===== src/sv/lcom_pkg.sv =====
// ----------------------------------------------------------------------------
// lcom_pkg
// Shared types and constants of the lidar curvature and occlusion marker.
// ----------------------------------------------------------------------------
package lcom_pkg;

  localparam int RANGE_MM_W = 20;
  localparam int COLUMN_W   = 12;
  localparam int INDEX_W    = 18;
  localparam int CURV_W     = 47;
  localparam int GAP_W      = 20;
  localparam int BEAM_W     = 10;
  localparam int CFG_IDX_W  = 2;
  localparam int CFG_DATA_W = 20;

  // window cells, output delay, neighbours per side, forward mark run
  localparam int WIN       = 11;
  localparam int DELAY     = 6;
  localparam int NBR       = 5;
  localparam int FWD_MARKS = 5;
  localparam int K_W       = 3;

  localparam logic [GAP_W-1:0]    OCCL_GAP_RST = GAP_W'(300);
  localparam logic [COLUMN_W-1:0] COL_GAP_RST  = COLUMN_W'(10);
  localparam logic [BEAM_W-1:0]   BEAM_INV_RST = BEAM_W'(50);

  typedef enum logic [CFG_IDX_W-1:0] {
    CFG_OCCLUSION_GAP    = 2'd0,
    CFG_COLUMN_GAP_LIMIT = 2'd1,
    CFG_BEAM_RATIO_INV   = 2'd2
  } cfg_reg_e;

  typedef struct packed {
    logic back;
    logic fwd;
    logic beam;
  } pair_marks_t;

  typedef struct packed {
    logic curv_valid;
    logic unreliable;
    logic last;
  } emit_flags_t;

endpackage


===== src/sv/lcom_cell.sv =====
// ----------------------------------------------------------------------------
// lcom_cell
// One window cell: range, column and mark of one point, shifted to the next
// cell on every window step.
// ----------------------------------------------------------------------------
module lcom_cell import lcom_pkg::*; #(
  parameter int RANGE_BITS = 20
) (
  input  logic                  clk_i,
  input  logic                  rst_ni,
  input  logic                  shift_i,
  input  logic                  clear_i,
  input  logic [RANGE_BITS-1:0] range_i,
  input  logic [COLUMN_W-1:0]   column_i,
  input  logic                  mark_i,
  input  logic                  set_mark_i,
  output logic [RANGE_BITS-1:0] range_o,
  output logic [COLUMN_W-1:0]   column_o,
  output logic                  mark_o
);

  logic [RANGE_BITS-1:0] range_q;
  logic [COLUMN_W-1:0]   column_q;
  logic                  mark_q;

  always_ff @(posedge clk_i or negedge rst_ni) begin
    if (!rst_ni) begin
      range_q  <= '0;
      column_q <= '0;
      mark_q   <= 1'b0;
    end else if (clear_i) begin
      range_q  <= '0;
      column_q <= '0;
      mark_q   <= 1'b0;
    end else if (shift_i) begin
      range_q  <= range_i;
      column_q <= column_i;
      mark_q   <= mark_i | set_mark_i;
    end
  end

  assign range_o  = range_q;
  assign column_o = column_q;
  assign mark_o   = mark_q;

endmodule


===== src/sv/lcom_pair_test.sv =====
// ----------------------------------------------------------------------------
// lcom_pair_test
// Occlusion and parallel beam tests between the arriving point and the two
// newest window cells.
// ----------------------------------------------------------------------------
module lcom_pair_test import lcom_pkg::*; #(
  parameter int RANGE_BITS = 20
) (
  input  logic                  en_i,
  input  logic [RANGE_BITS-1:0] r0_i,
  input  logic [RANGE_BITS-1:0] r1_i,
  input  logic [RANGE_BITS-1:0] r2_i,
  input  logic [COLUMN_W-1:0]   c0_i,
  input  logic [COLUMN_W-1:0]   c1_i,
  input  logic [GAP_W-1:0]      occl_gap_i,
  input  logic [COLUMN_W-1:0]   col_gap_i,
  input  logic [BEAM_W-1:0]     beam_inv_i,
  output pair_marks_t           marks_o
);

  localparam int CMP_W  = (RANGE_BITS > GAP_W) ? RANGE_BITS : GAP_W;
  localparam int PROD_W = RANGE_BITS + BEAM_W;

  logic [COLUMN_W-1:0]   col_diff;
  logic                  adjacent;
  logic [RANGE_BITS-1:0] d01;
  logic [RANGE_BITS-1:0] d21;
  logic [PROD_W-1:0]     p01;
  logic [PROD_W-1:0]     p21;
  logic                  gap_big;

  assign col_diff = (c1_i > c0_i) ? (c1_i - c0_i) : (c0_i - c1_i);
  assign adjacent = col_diff < col_gap_i;
  assign d01      = (r0_i > r1_i) ? (r0_i - r1_i) : (r1_i - r0_i);
  assign d21      = (r2_i > r1_i) ? (r2_i - r1_i) : (r1_i - r2_i);
  assign gap_big  = CMP_W'(d01) > CMP_W'(occl_gap_i);
  assign p01      = PROD_W'(d01) * PROD_W'(beam_inv_i);
  assign p21      = PROD_W'(d21) * PROD_W'(beam_inv_i);

  assign marks_o.back = en_i & adjacent & (r1_i > r0_i) & gap_big;
  assign marks_o.fwd  = en_i & adjacent & (r0_i > r1_i) & gap_big;
  assign marks_o.beam = en_i & (p21 > PROD_W'(r1_i)) & (p01 > PROD_W'(r1_i));

endmodule


===== src/sv/lcom_out_pipe.sv =====
// ----------------------------------------------------------------------------
// lcom_out_pipe
// Two result stages: curvature magnitude, then its saturated square in the
// output register.
// ----------------------------------------------------------------------------
module lcom_out_pipe import lcom_pkg::*; #(
  parameter int RANGE_BITS = 20
) (
  input  logic                  clk_i,
  input  logic                  rst_ni,
  input  logic                  emit_valid_i,
  input  logic [INDEX_W-1:0]    emit_index_i,
  input  logic [RANGE_BITS+3:0] emit_mag_i,
  input  emit_flags_t           emit_flags_i,
  output logic                  s1_free_o,
  output logic                  out_valid_o,
  input  logic                  out_stall_i,
  output logic [INDEX_W-1:0]    point_index_o,
  output logic [CURV_W-1:0]     curvature_o,
  output logic                  curvature_valid_o,
  output logic                  unreliable_o,
  output logic                  last_result_o
);

  localparam int MAG_W = RANGE_BITS + 4;
  localparam int SQ_W  = 2 * MAG_W;

  logic                 s1_valid_q;
  logic [INDEX_W-1:0]   s1_index_q;
  logic [MAG_W-1:0]     s1_mag_q;
  emit_flags_t          s1_flags_q;
  logic                 s2_valid_q;
  logic [INDEX_W-1:0]   s2_index_q;
  logic [CURV_W-1:0]    s2_curv_q;
  emit_flags_t          s2_flags_q;
  logic                 s2_free;
  logic [SQ_W-1:0]      sq;
  logic [CURV_W-1:0]    curv_sat;

  assign s2_free   = ~s2_valid_q | ~out_stall_i;
  assign s1_free_o = ~s1_valid_q | s2_free;
  assign sq        = SQ_W'(s1_mag_q) * SQ_W'(s1_mag_q);

  if (SQ_W > CURV_W) begin : g_sat
    assign curv_sat = (|sq[SQ_W-1:CURV_W]) ? '1 : sq[CURV_W-1:0];
  end else begin : g_nosat
    assign curv_sat = CURV_W'(sq);
  end

  always_ff @(posedge clk_i or negedge rst_ni) begin
    if (!rst_ni) begin
      s1_valid_q <= 1'b0;
      s2_valid_q <= 1'b0;
    end else begin
      s1_valid_q <= emit_valid_i | (s1_valid_q & ~s2_free);
      if (s2_free) begin
        s2_valid_q <= s1_valid_q;
      end
    end
  end

  always_ff @(posedge clk_i) begin
    if (emit_valid_i) begin
      s1_index_q <= emit_index_i;
      s1_mag_q   <= emit_flags_i.curv_valid ? emit_mag_i : '0;
      s1_flags_q <= emit_flags_i;
    end
    if (s2_free && s1_valid_q) begin
      s2_index_q <= s1_index_q;
      s2_curv_q  <= curv_sat;
      s2_flags_q <= s1_flags_q;
    end
  end

  assign out_valid_o       = s2_valid_q;
  assign point_index_o     = s2_index_q;
  assign curvature_o       = s2_curv_q;
  assign curvature_valid_o = s2_flags_q.curv_valid;
  assign unreliable_o      = s2_flags_q.unreliable;
  assign last_result_o     = s2_flags_q.last;

endmodule


===== src/sv/lidar_curvature_occlusion_marker.sv =====
// ----------------------------------------------------------------------------
// lidar_curvature_occlusion_marker
// Scan curvature and unreliable point marking over a sliding point window.
// ----------------------------------------------------------------------------
// Takes one point per clock unless in_stall_o is high. Each accepted point
// shifts a chain of eleven window cells and a running range sum, and releases
// the result for the point six places back, which reaches the output register
// through the two result stages. A point with last_point set releases its own
// result and up to six more: the block then stalls its input while the chain
// shifts the cloud tail out one result per cycle when the result stages are
// free, and clears itself after the final result. A stall on the output side
// backs up through the two result stages into the input stall.
module lidar_curvature_occlusion_marker import lcom_pkg::*; #(
  parameter int MAX_POINTS = 262144,
  parameter int RANGE_BITS = 20
) (
  input  logic                  clk_i,
  input  logic                  rst_ni,
  input  logic                  in_valid_i,
  output logic                  in_stall_o,
  input  logic [RANGE_MM_W-1:0] range_mm_i,
  input  logic [COLUMN_W-1:0]   column_i,
  input  logic                  last_point_i,
  output logic                  out_valid_o,
  input  logic                  out_stall_i,
  output logic [INDEX_W-1:0]    point_index_o,
  output logic [CURV_W-1:0]     curvature_o,
  output logic                  curvature_valid_o,
  output logic                  unreliable_o,
  output logic                  last_result_o,
  input  logic                  cfg_valid_i,
  output logic                  cfg_ready_o,
  input  logic [CFG_IDX_W-1:0]  cfg_index_i,
  input  logic [CFG_DATA_W-1:0] cfg_data_i
);

  localparam int CNT_W = $clog2(MAX_POINTS);
  localparam int SUM_W = RANGE_BITS + 4;

  logic [GAP_W-1:0]      occl_gap_q;
  logic [COLUMN_W-1:0]   col_gap_q;
  logic [BEAM_W-1:0]     beam_inv_q;
  logic [CNT_W-1:0]      count_q;
  logic [K_W-1:0]        fwd_left_q;
  logic [K_W-1:0]        flush_k_q;
  logic                  flush_q;
  logic [SUM_W-1:0]      sum_q;

  logic [RANGE_BITS-1:0] range_w  [WIN];
  logic [COLUMN_W-1:0]   column_w [WIN];
  logic                  mark_w   [WIN];

  logic                  s1_free;
  logic                  step_real;
  logic                  step_bub;
  logic                  shift;
  logic                  clear;
  logic [RANGE_BITS-1:0] in_range;
  logic [RANGE_BITS-1:0] shift_range;
  logic [COLUMN_W-1:0]   shift_column;
  logic                  head_mark;
  pair_marks_t           marks;
  logic [K_W-1:0]        k;
  logic [CNT_W-1:0]      j_full;
  logic                  emit_valid;
  emit_flags_t           emit_flags;
  logic [SUM_W:0]        r5x11;
  logic [SUM_W:0]        diff;
  logic [SUM_W:0]        neg;
  logic [SUM_W-1:0]      mag;

  assign cfg_ready_o = 1'b1;

  assign step_real    = in_valid_i & ~in_stall_o;
  assign step_bub     = flush_q & s1_free;
  assign shift        = step_real | step_bub;
  assign clear        = step_bub & (flush_k_q == '0);
  assign in_stall_o   = flush_q | ~s1_free;
  assign in_range     = RANGE_BITS'(range_mm_i);
  assign shift_range  = flush_q ? '0 : in_range;
  assign shift_column = flush_q ? '0 : column_i;
  assign head_mark    = step_real & ((fwd_left_q != '0) | marks.fwd);

  lcom_pair_test #(
    .RANGE_BITS(RANGE_BITS)
  ) u_pair (
    .en_i      (~flush_q & (count_q >= CNT_W'(DELAY))),
    .r0_i      (in_range),
    .r1_i      (range_w[0]),
    .r2_i      (range_w[1]),
    .c0_i      (column_i),
    .c1_i      (column_w[0]),
    .occl_gap_i(occl_gap_q),
    .col_gap_i (col_gap_q),
    .beam_inv_i(beam_inv_q),
    .marks_o   (marks)
  );

  for (genvar g = 0; g < WIN; g++) begin : g_cell
    logic [RANGE_BITS-1:0] rin;
    logic [COLUMN_W-1:0]   cin;
    logic                  min;
    logic                  set;
    if (g == 0) begin : g_head
      assign rin = shift_range;
      assign cin = shift_column;
      assign min = head_mark;
      assign set = 1'b0;
    end else begin : g_body
      assign rin = range_w[g-1];
      assign cin = column_w[g-1];
      assign min = mark_w[g-1];
      assign set = ((g <= DELAY) && marks.back) || ((g == 1) && marks.beam);
    end
    lcom_cell #(
      .RANGE_BITS(RANGE_BITS)
    ) u_cell (
      .clk_i     (clk_i),
      .rst_ni    (rst_ni),
      .shift_i   (shift),
      .clear_i   (clear),
      .range_i   (rin),
      .column_i  (cin),
      .mark_i    (min),
      .set_mark_i(set),
      .range_o   (range_w[g]),
      .column_o  (column_w[g]),
      .mark_o    (mark_w[g])
    );
  end

  // result leaves from the cell that becomes age six after this step
  assign k          = flush_q ? flush_k_q : K_W'(DELAY);
  assign j_full     = count_q - CNT_W'(k);
  assign emit_valid = shift & (CNT_W'(k) <= count_q);

  assign emit_flags.curv_valid = (k >= K_W'(NBR)) & (j_full >= CNT_W'(NBR));
  assign emit_flags.unreliable = mark_w[DELAY-1] | marks.back;
  assign emit_flags.last       = flush_q & (k == '0);

  assign r5x11 = (SUM_W+1)'({range_w[DELAY-1], 3'b000})
               + (SUM_W+1)'({range_w[DELAY-1], 1'b0})
               + (SUM_W+1)'(range_w[DELAY-1]);
  assign diff  = {1'b0, sum_q} - r5x11;
  assign neg   = ~diff + 1'b1;
  assign mag   = diff[SUM_W] ? neg[SUM_W-1:0] : diff[SUM_W-1:0];

  lcom_out_pipe #(
    .RANGE_BITS(RANGE_BITS)
  ) u_out (
    .clk_i            (clk_i),
    .rst_ni           (rst_ni),
    .emit_valid_i     (emit_valid),
    .emit_index_i     (INDEX_W'(j_full)),
    .emit_mag_i       (mag),
    .emit_flags_i     (emit_flags),
    .s1_free_o        (s1_free),
    .out_valid_o      (out_valid_o),
    .out_stall_i      (out_stall_i),
    .point_index_o    (point_index_o),
    .curvature_o      (curvature_o),
    .curvature_valid_o(curvature_valid_o),
    .unreliable_o     (unreliable_o),
    .last_result_o    (last_result_o)
  );

  always_ff @(posedge clk_i or negedge rst_ni) begin
    if (!rst_ni) begin
      occl_gap_q <= OCCL_GAP_RST;
      col_gap_q  <= COL_GAP_RST;
      beam_inv_q <= BEAM_INV_RST;
    end else if (cfg_valid_i && cfg_ready_o) begin
      case (cfg_reg_e'(cfg_index_i))
        CFG_OCCLUSION_GAP:    occl_gap_q <= GAP_W'(cfg_data_i);
        CFG_COLUMN_GAP_LIMIT: col_gap_q  <= COLUMN_W'(cfg_data_i);
        CFG_BEAM_RATIO_INV:   beam_inv_q <= BEAM_W'(cfg_data_i);
        default: ;
      endcase
    end
  end

  always_ff @(posedge clk_i or negedge rst_ni) begin
    if (!rst_ni) begin
      count_q    <= '0;
      fwd_left_q <= '0;
      flush_k_q  <= '0;
      flush_q    <= 1'b0;
      sum_q      <= '0;
    end else if (clear) begin
      count_q    <= '0;
      fwd_left_q <= '0;
      flush_k_q  <= '0;
      flush_q    <= 1'b0;
      sum_q      <= '0;
    end else begin
      if (shift) begin
        sum_q <= sum_q + SUM_W'(shift_range) - SUM_W'(range_w[WIN-1]);
      end
      if (step_bub) begin
        flush_k_q <= flush_k_q - 1'b1;
      end
      if (step_real) begin
        if (marks.fwd) begin
          fwd_left_q <= K_W'(FWD_MARKS);
        end else if (fwd_left_q != '0) begin
          fwd_left_q <= fwd_left_q - 1'b1;
        end
        if (last_point_i) begin
          flush_q   <= 1'b1;
          flush_k_q <= K_W'(DELAY - 1);
        end else if (count_q < CNT_W'(MAX_POINTS - 1)) begin
          count_q <= count_q + 1'b1;
        end
      end
    end
  end

endmodule


===== config.mk =====
export PLATFORM = sky130hd
export DESIGN_NAME = lidar_curvature_occlusion_marker
export DESIGN_NICKNAME = d
export VERILOG_FILES = /design/src/sv/lcom_pkg.sv /design/src/sv/lcom_cell.sv /design/src/sv/lcom_pair_test.sv /design/src/sv/lcom_out_pipe.sv /design/src/sv/lidar_curvature_occlusion_marker.sv
export SDC_FILE = /design/constraint.sdc
export NUM_CORES = 2
export LEC_CHECK = 0
export BUFFER_PORTS_ARGS = -buffer_cell sky130_fd_sc_hd__buf_2
export CORE_MARGIN = 2
export CORE_UTILIZATION = 30
export CTS_CLUSTER_SIZE = 14
export DETAILED_ROUTE_END_ITERATION = 6
export GPL_ROUTABILITY_DRIVEN = 0
export SLEW_MARGIN = 10
export SYNTH_ARGS = -nofsm -noshare
export SYNTH_HDL_FRONTEND = slang
export SYNTH_SLANG_ARGS = --single-unit

===== constraint.sdc =====
create_clock -name clk_i -period 28.6 [get_ports clk_i]
set_input_delay 5.72 -clock clk_i [delete_from_list [all_inputs] [get_ports clk_i]]
set_output_delay 5.72 -clock clk_i [all_outputs]
set_load 0.01 [all_outputs]

# Word-level counts from Yosys, hierarchy flattened

Cells that the tools add are included.

Register bits after elaboration: 444
Bits of input ports: 60
Output and inout bits: 71
Logic and storage cells: 186

$add $sub $neg: 16
Multiply operators: 3
Magnitude comparators: 13
Equal/unequal tests: 3
Mux-type cells: 60
Bitwise operators: 36
Reduce and logical (&&, ||, !) cells: 17

Operator list:

| cell                  | count |
|---|---|
| $mux 20               | 25 |
| $gt 20x20->1          | 4 |
| $sub 20x20->20        | 4 |
| $mux 18               | 4 |
| $mux 24               | 3 |
| $gt 30x20->1          | 2 |
| $mul 20x10->30        | 2 |
| $mul 24x24->48        | 1 |
| $mux 12               | 4 |
| $ge 18x3->1 const B   | 2 |
| $mux 3                | 9 |
| $add 24x20->25        | 1 |
| $sub 24x25->25        | 1 |
| $add 23x21->24        | 1 |
| $add 24x1->24 const B | 1 |
| $add 24x20->24        | 1 |
| $not 24->24           | 1 |
| $sub 12x12->12        | 2 |
| $sub 24x20->24        | 1 |
| $add 18x1->18 const B | 1 |
| $le 3x18->1           | 1 |
| $lt 18x18->1 const B  | 1 |
| $sub 18x3->18         | 1 |
| $and 1x1->1           | 16 |
| other kinds (18)      | 59 |

# Longest topological paths before layout

Depth in word-level cells: 10
Gate-level depth with buffers: 48

# Cells and area by module

A second synthesis with hierarchy kept.

Cells, all modules: 6,745
Area, all modules: 64,216.6 um^2

Modules (own cells, without submodules):

| module                           | instances | cells an instance | area an instance (um^2) | seq. area each (um^2) |
|---|---|---|---|---|
| lcom_out_pipe                    | 1         | 2,044             | 20,433.3                | 3,443.3 |
| lcom_pair_test                   | 1         | 2,442             | 19,393.6                | 0.0 |
| lcom_cell                        | 11        | 108               | 1,371.3                 | 825.8 |
| lidar_curvature_occlusion_marker | 1         | 1,071             | 9,305.2                 | 2,288.4 |

# Worst setup path after synthesis

Ideal clock, no wire load.

Path kind: input-to-reg
Start point: in range_mm_i[0]
End point: reg g_cell[1].u_cell.mark_q
Setup time: 0.130 ns
Arrival: 14.714 ns
Data required time: 28.470 ns
Setup slack: 13.755 ns
Stages: 46
Path buffers: 4
Path through: inv_1 > ha_1 > inv_1 > fa_1 > a21oi_1 > o21bai_1 > a221o_1 > nand4_1 > a21oi_1 > o21a_1 > buf_6 > buf_2 > buf_2 > nand3_1 > o21ai_1 > xnor2_1 > clkbuf_1 > and2_1 > (+10 left out) > a221oi_1 > a21oi_1 > o21a_1 > o21a_1 > o21ai_0 > nand2b_1 > a21o_1 > a21oi_1 > xnor2_1 > ha_1 > nand4_1 > or4_1 > o221ai_1 > o311ai_0 > a211oi_1 > nand3_1 > nor3_1 > a31oi_1

Cells in the longest elaborated chain, start to end: 9

RTL lines:

| item                                           | RTL line                                | RTL |
|---|---|---|
| from (decl)                                    | lidar_curvature_occlusion_marker.sv:21  | `input logic [RANGE_MM_W-1:0] range_mm_i,` |
| $sub 20x20->20 or $gt 20x20->1 (tied branches) | lcom_pair_test.sv:34                    | `assign d01 = (r0_i > r1_i) ? (r0_i - r1_i) : (r1_i - r0_i);` |
| $mux 20                                        | lcom_pair_test.sv:34                    |  |
| $mul 20x10->30                                 | lcom_pair_test.sv:37                    | `assign p01 = PROD_W'(d01) * PROD_W'(beam_inv_i);` |
| $gt 30x20->1                                   | lcom_pair_test.sv:42                    | `assign marks_o.beam = en_i & (p21 > PROD_W'(r1_i)) & (p01 > PROD_W'(r1_i));` |
| $and 1x1->1                                    | lcom_pair_test.sv:42                    |  |
| $logic_or 1x1->1 (*)                           | lidar_curvature_occlusion_marker.sv:113 | `assign set = ((g <= DELAY) && marks.back) \|\| ((g == 1) && marks.beam);` |
| $or 1x1->1 (*)                                 | lcom_cell.sv:38                         | `mark_q <= mark_i \| set_mark_i;` |
| $mux 1 (*)                                     | lcom_cell.sv:35                         | `end else if (shift_i) begin` |
| $mux 1 (*)                                     | lcom_cell.sv:31                         | `end else if (clear_i) begin` |
| to (signal assigned)                           | lcom_cell.sv:38                         |  |
| to (decl)                                      | lcom_cell.sv:24                         | `logic mark_q;` |

Every way passes the cells marked *; elsewhere a longest branch is shown, timed or not. The select of a mux whose other input is x is not followed.
A chain may end at the register's enable or synchronous reset.

# Worst setup path in the final report

Same ends and word-level chain as after synthesis.

==> impl_metrics.json <==
{
  "ys_warn_count": 0,
  "ff2ff_setup_slack_ns": 16.05,
  "syn_avg_cell_area_um2": 9.519,
  "vias": 40683,
  "grt_max_degree": 182,
  "ys_seq_area_frac": 0.2089,
  "maxCapViolCount": 0,
  "place_inst": 8304,
  "htreeDepth": 2,
  "postCtsSetupBuffers": 0,
  "clk_pin_slew_ns": 0.06,
  "area_delta_synth_final_pct": 9.483,
  "start_kind": "input pin",
  "synth_area_leader_cell": "fa_1",
  "crit_slowest_cell": "xnor2_1",
  "worst_slack_ns": 13.14,
  "hold_class": "reg -> reg",
  "hold_violations": 0,
  "path_common_cell": "fa_1",
  "path_class": "in -> reg",
  "reg2reg_to": "g_cell[1].u_cell.mark_o",
  "via_per_inst": 4.839,
  "dominantRegCellSynth": "dfrtp_1",
  "pre_cts_ws_ns": 12.55,
  "first_iter_violations": 2261,
  "holdBufCountCts": 0,
  "syn-cell-area_um2": 55940,
  "max-slew-margin-rel": 0.1597,
  "end_kind": "register",
  "async_flop_share": 0.7455,
  "layout_common_cells": "inv_1, fa_1, nand2_1",
  "skew_ns": 0.05091,
  "critPathArrivalTime_ns": 15.96,
  "ant_nets": 0,
  "start_util": 0.3017,
  "cts_max_path_buffers": 3,
  "cts_sinks": 444,
  "firstDrtPassIters": 5,
  "finalSetupViolations": 0,
  "coreArea_um2": 185400,
  "cp.required_ns": 29.10,
  "layout-drive-gt1-share": 0.06550,
  "portBuffers": 129,
  "run_status": "finished, final reports clean",
  "syn-num-nets": 7243,
  "routed_wl_um": 145700,
  "drc_errors": 0,
  "antenna_found_initial": 20,
  "io_pins": 131,
  "slowest_delay_ns": 0.85,
  "cts-resized-gates": 0,
  "cts_tree": "done",
  "synth_cells": 5877,
  "r2r_start": "g_cell[0].u_cell.range_o[13]",
  "min_period_ns": 15.46,
  "die_y_um": 435.8,
  "nets": 7248,
  "cts_root_buf": "clkbuf_16",
  "synth_seq_cells": 444,
  "min_period_over_period": 0.5404,
  "grt_pass1_wl_um": 238200,
  "die_w_um": 435.8,
  "final.setup.tns_ns": 0,
  "globalRoute.totalOverflow": 0,
  "clk_latency_ns": 0.69,
  "hp-start": "u_out.s1_index_q[4]",
  "synth_area_leaders": "fa_1, dfrtp_1, ha_1, inv_1, edfxtp_1",
  "grt_pass1_vias": 43506,
  "fin_cells": 8407,
  "worstMarginPinSlew_ns": 1.251,
  "dieArea_um2": 189900,
  "grtUsageTotal": 0.1549,
  "synth_edf_count": 113,
  "synth_top_area_share": 0.2759,
  "rsz0062_at_grt": "no",
  "crit_fanout": 15,
  "ys_types": 103,
  "dpl.hpwl_um": 114500,
  "min_delay_path_depth": 0,
  "fmax_mhz": 64.70,
  "numCtsBuffers": 56,
  "drv_slew": 0,
  "layout_commonest_cell": "inv_1",
  "row_count": 158,
  "hold_path_end": "u_out.point_index_o[4]",
  "wl_per_cell_um": 17.33,
  "r2r_cells": 37
}
==> kinds of logic (layout without fill, tap and decap cells) <==
group                      count (synthesis)  count (layout)  share of synthesized area
buffers and inverters                   1335            1382                    0.09047
DFF                                      444             444                     0.2089
AOI/OAI and AO/OA                       1050            1050                     0.1283
adders and majority gates               1306            1306                     0.3956
xor gates and xnor gates                 222             222                    0.03543
other                                      1               4                 0.00006703
and+or+nand+nor                         1457            1457                     0.1290
muxes                                     62              62                    0.01219
==> flip-flops by register name, indices dropped and copies added, names as in the netlist, 18 cells and up <==
register and count:
u_out.s1_mag_q 24, u_out.point_index_o 18, g_cell.u_cell.range_o 220, u_out.s1_index_q 18
count_q 18, sum_q 24, occl_gap_q 20, u_out.curvature_o 47
==> worst max path at each step <==
stage | cells past startpoint | end | start | slack, ns
after floorplan | 46 | g_cell[1].u_cell.mark_o | range_mm_i[0] | 13.76
after global placement | 43 | g_cell[1].u_cell.mark_o | range_mm_i[0] | 12.70
after detailed placement | 43 | g_cell[1].u_cell.mark_o | range_mm_i[0] | 12.55
after CTS | 43 | g_cell[1].u_cell.mark_o | range_mm_i[0] | 13.23
after global routing | 43 | g_cell[1].u_cell.mark_o | range_mm_i[0] | 12.21
final | 43 | g_cell[1].u_cell.mark_o | range_mm_i[0] | 13.14
==> metrics by stage <==
step | hold slack [ns] | area (um^2) | utilization
after floorplan | 0.4003 | 55940 | -
after global placement | 0.4052 | 59300 | 0.3198
after detailed placement | 0.4045 | 59300 | 0.3198
after CTS | 0.4200 | 61240 | 0.3302
after global routing | 0.4266 | 61240 | 0.3303
final | 0.4173 | 61250 | 0.3303
==> worst max-delay path, delay by kind of cell <==
kind / cells / cell delay [ns]
AOI/OAI and AO/OA: 18 / 3.49
and+or+nand+nor: 7 / 1.29
muxes: 1 / 0.20
xor gates and xnor gates: 2 / 0.94
adders and majority gates: 9 / 3.84
buffers and inverters: 6 / 0.45
==> per-layer routing <==
layer / vias to the layer above / routed length [um] / global-route usage
li1: 19025 / - / -
met1: 20581 / 62590 / 0.1949
met2: 842 / 73190 / 0.2780
met3: 233 / 5215 / 0.01664
met4: 2 / 4686 / 0.04604
met5: - / 11 / 0
==> layout make-up <==
class	instances	area [um^2]
diodes	3	7.507
clock buffers	79	1609
repair buffers	195	1164
flip-flops and latches	444	11690
multi-input cells	4098	39270
clock inverters	21	325.3
well taps	2480	3103
inverters	1087	4080
fillers	19217	124200
==> synth_stat cells, drive strengths merged (10+ instances only) <==
cell,count
inv,1085
fa,771
nand2,554
ha,535
dfrtp,322
and2,301
o21ai,237
clkbuf,217
a21oi,207
nor2,194
a22o,163
a21o,150
xnor2,145
edfxtp,113
xor2,77
nand3,75
nor2b,64
nor3,56
nand2b,49
mux2,40
nand4,39
a211oi,37
o21a,36
and3,33
buf,31
o22ai,26
a31oi,24
mux2i,22
o21bai,22
o211ai,20
o31ai,17
or3,17
a221oi,16
or2,13
a21boi,11
or4,11
nor3b,10
Power is not shown: default switching activity piles up to over one toggle a cycle in this logic, so the estimate is an artifact.
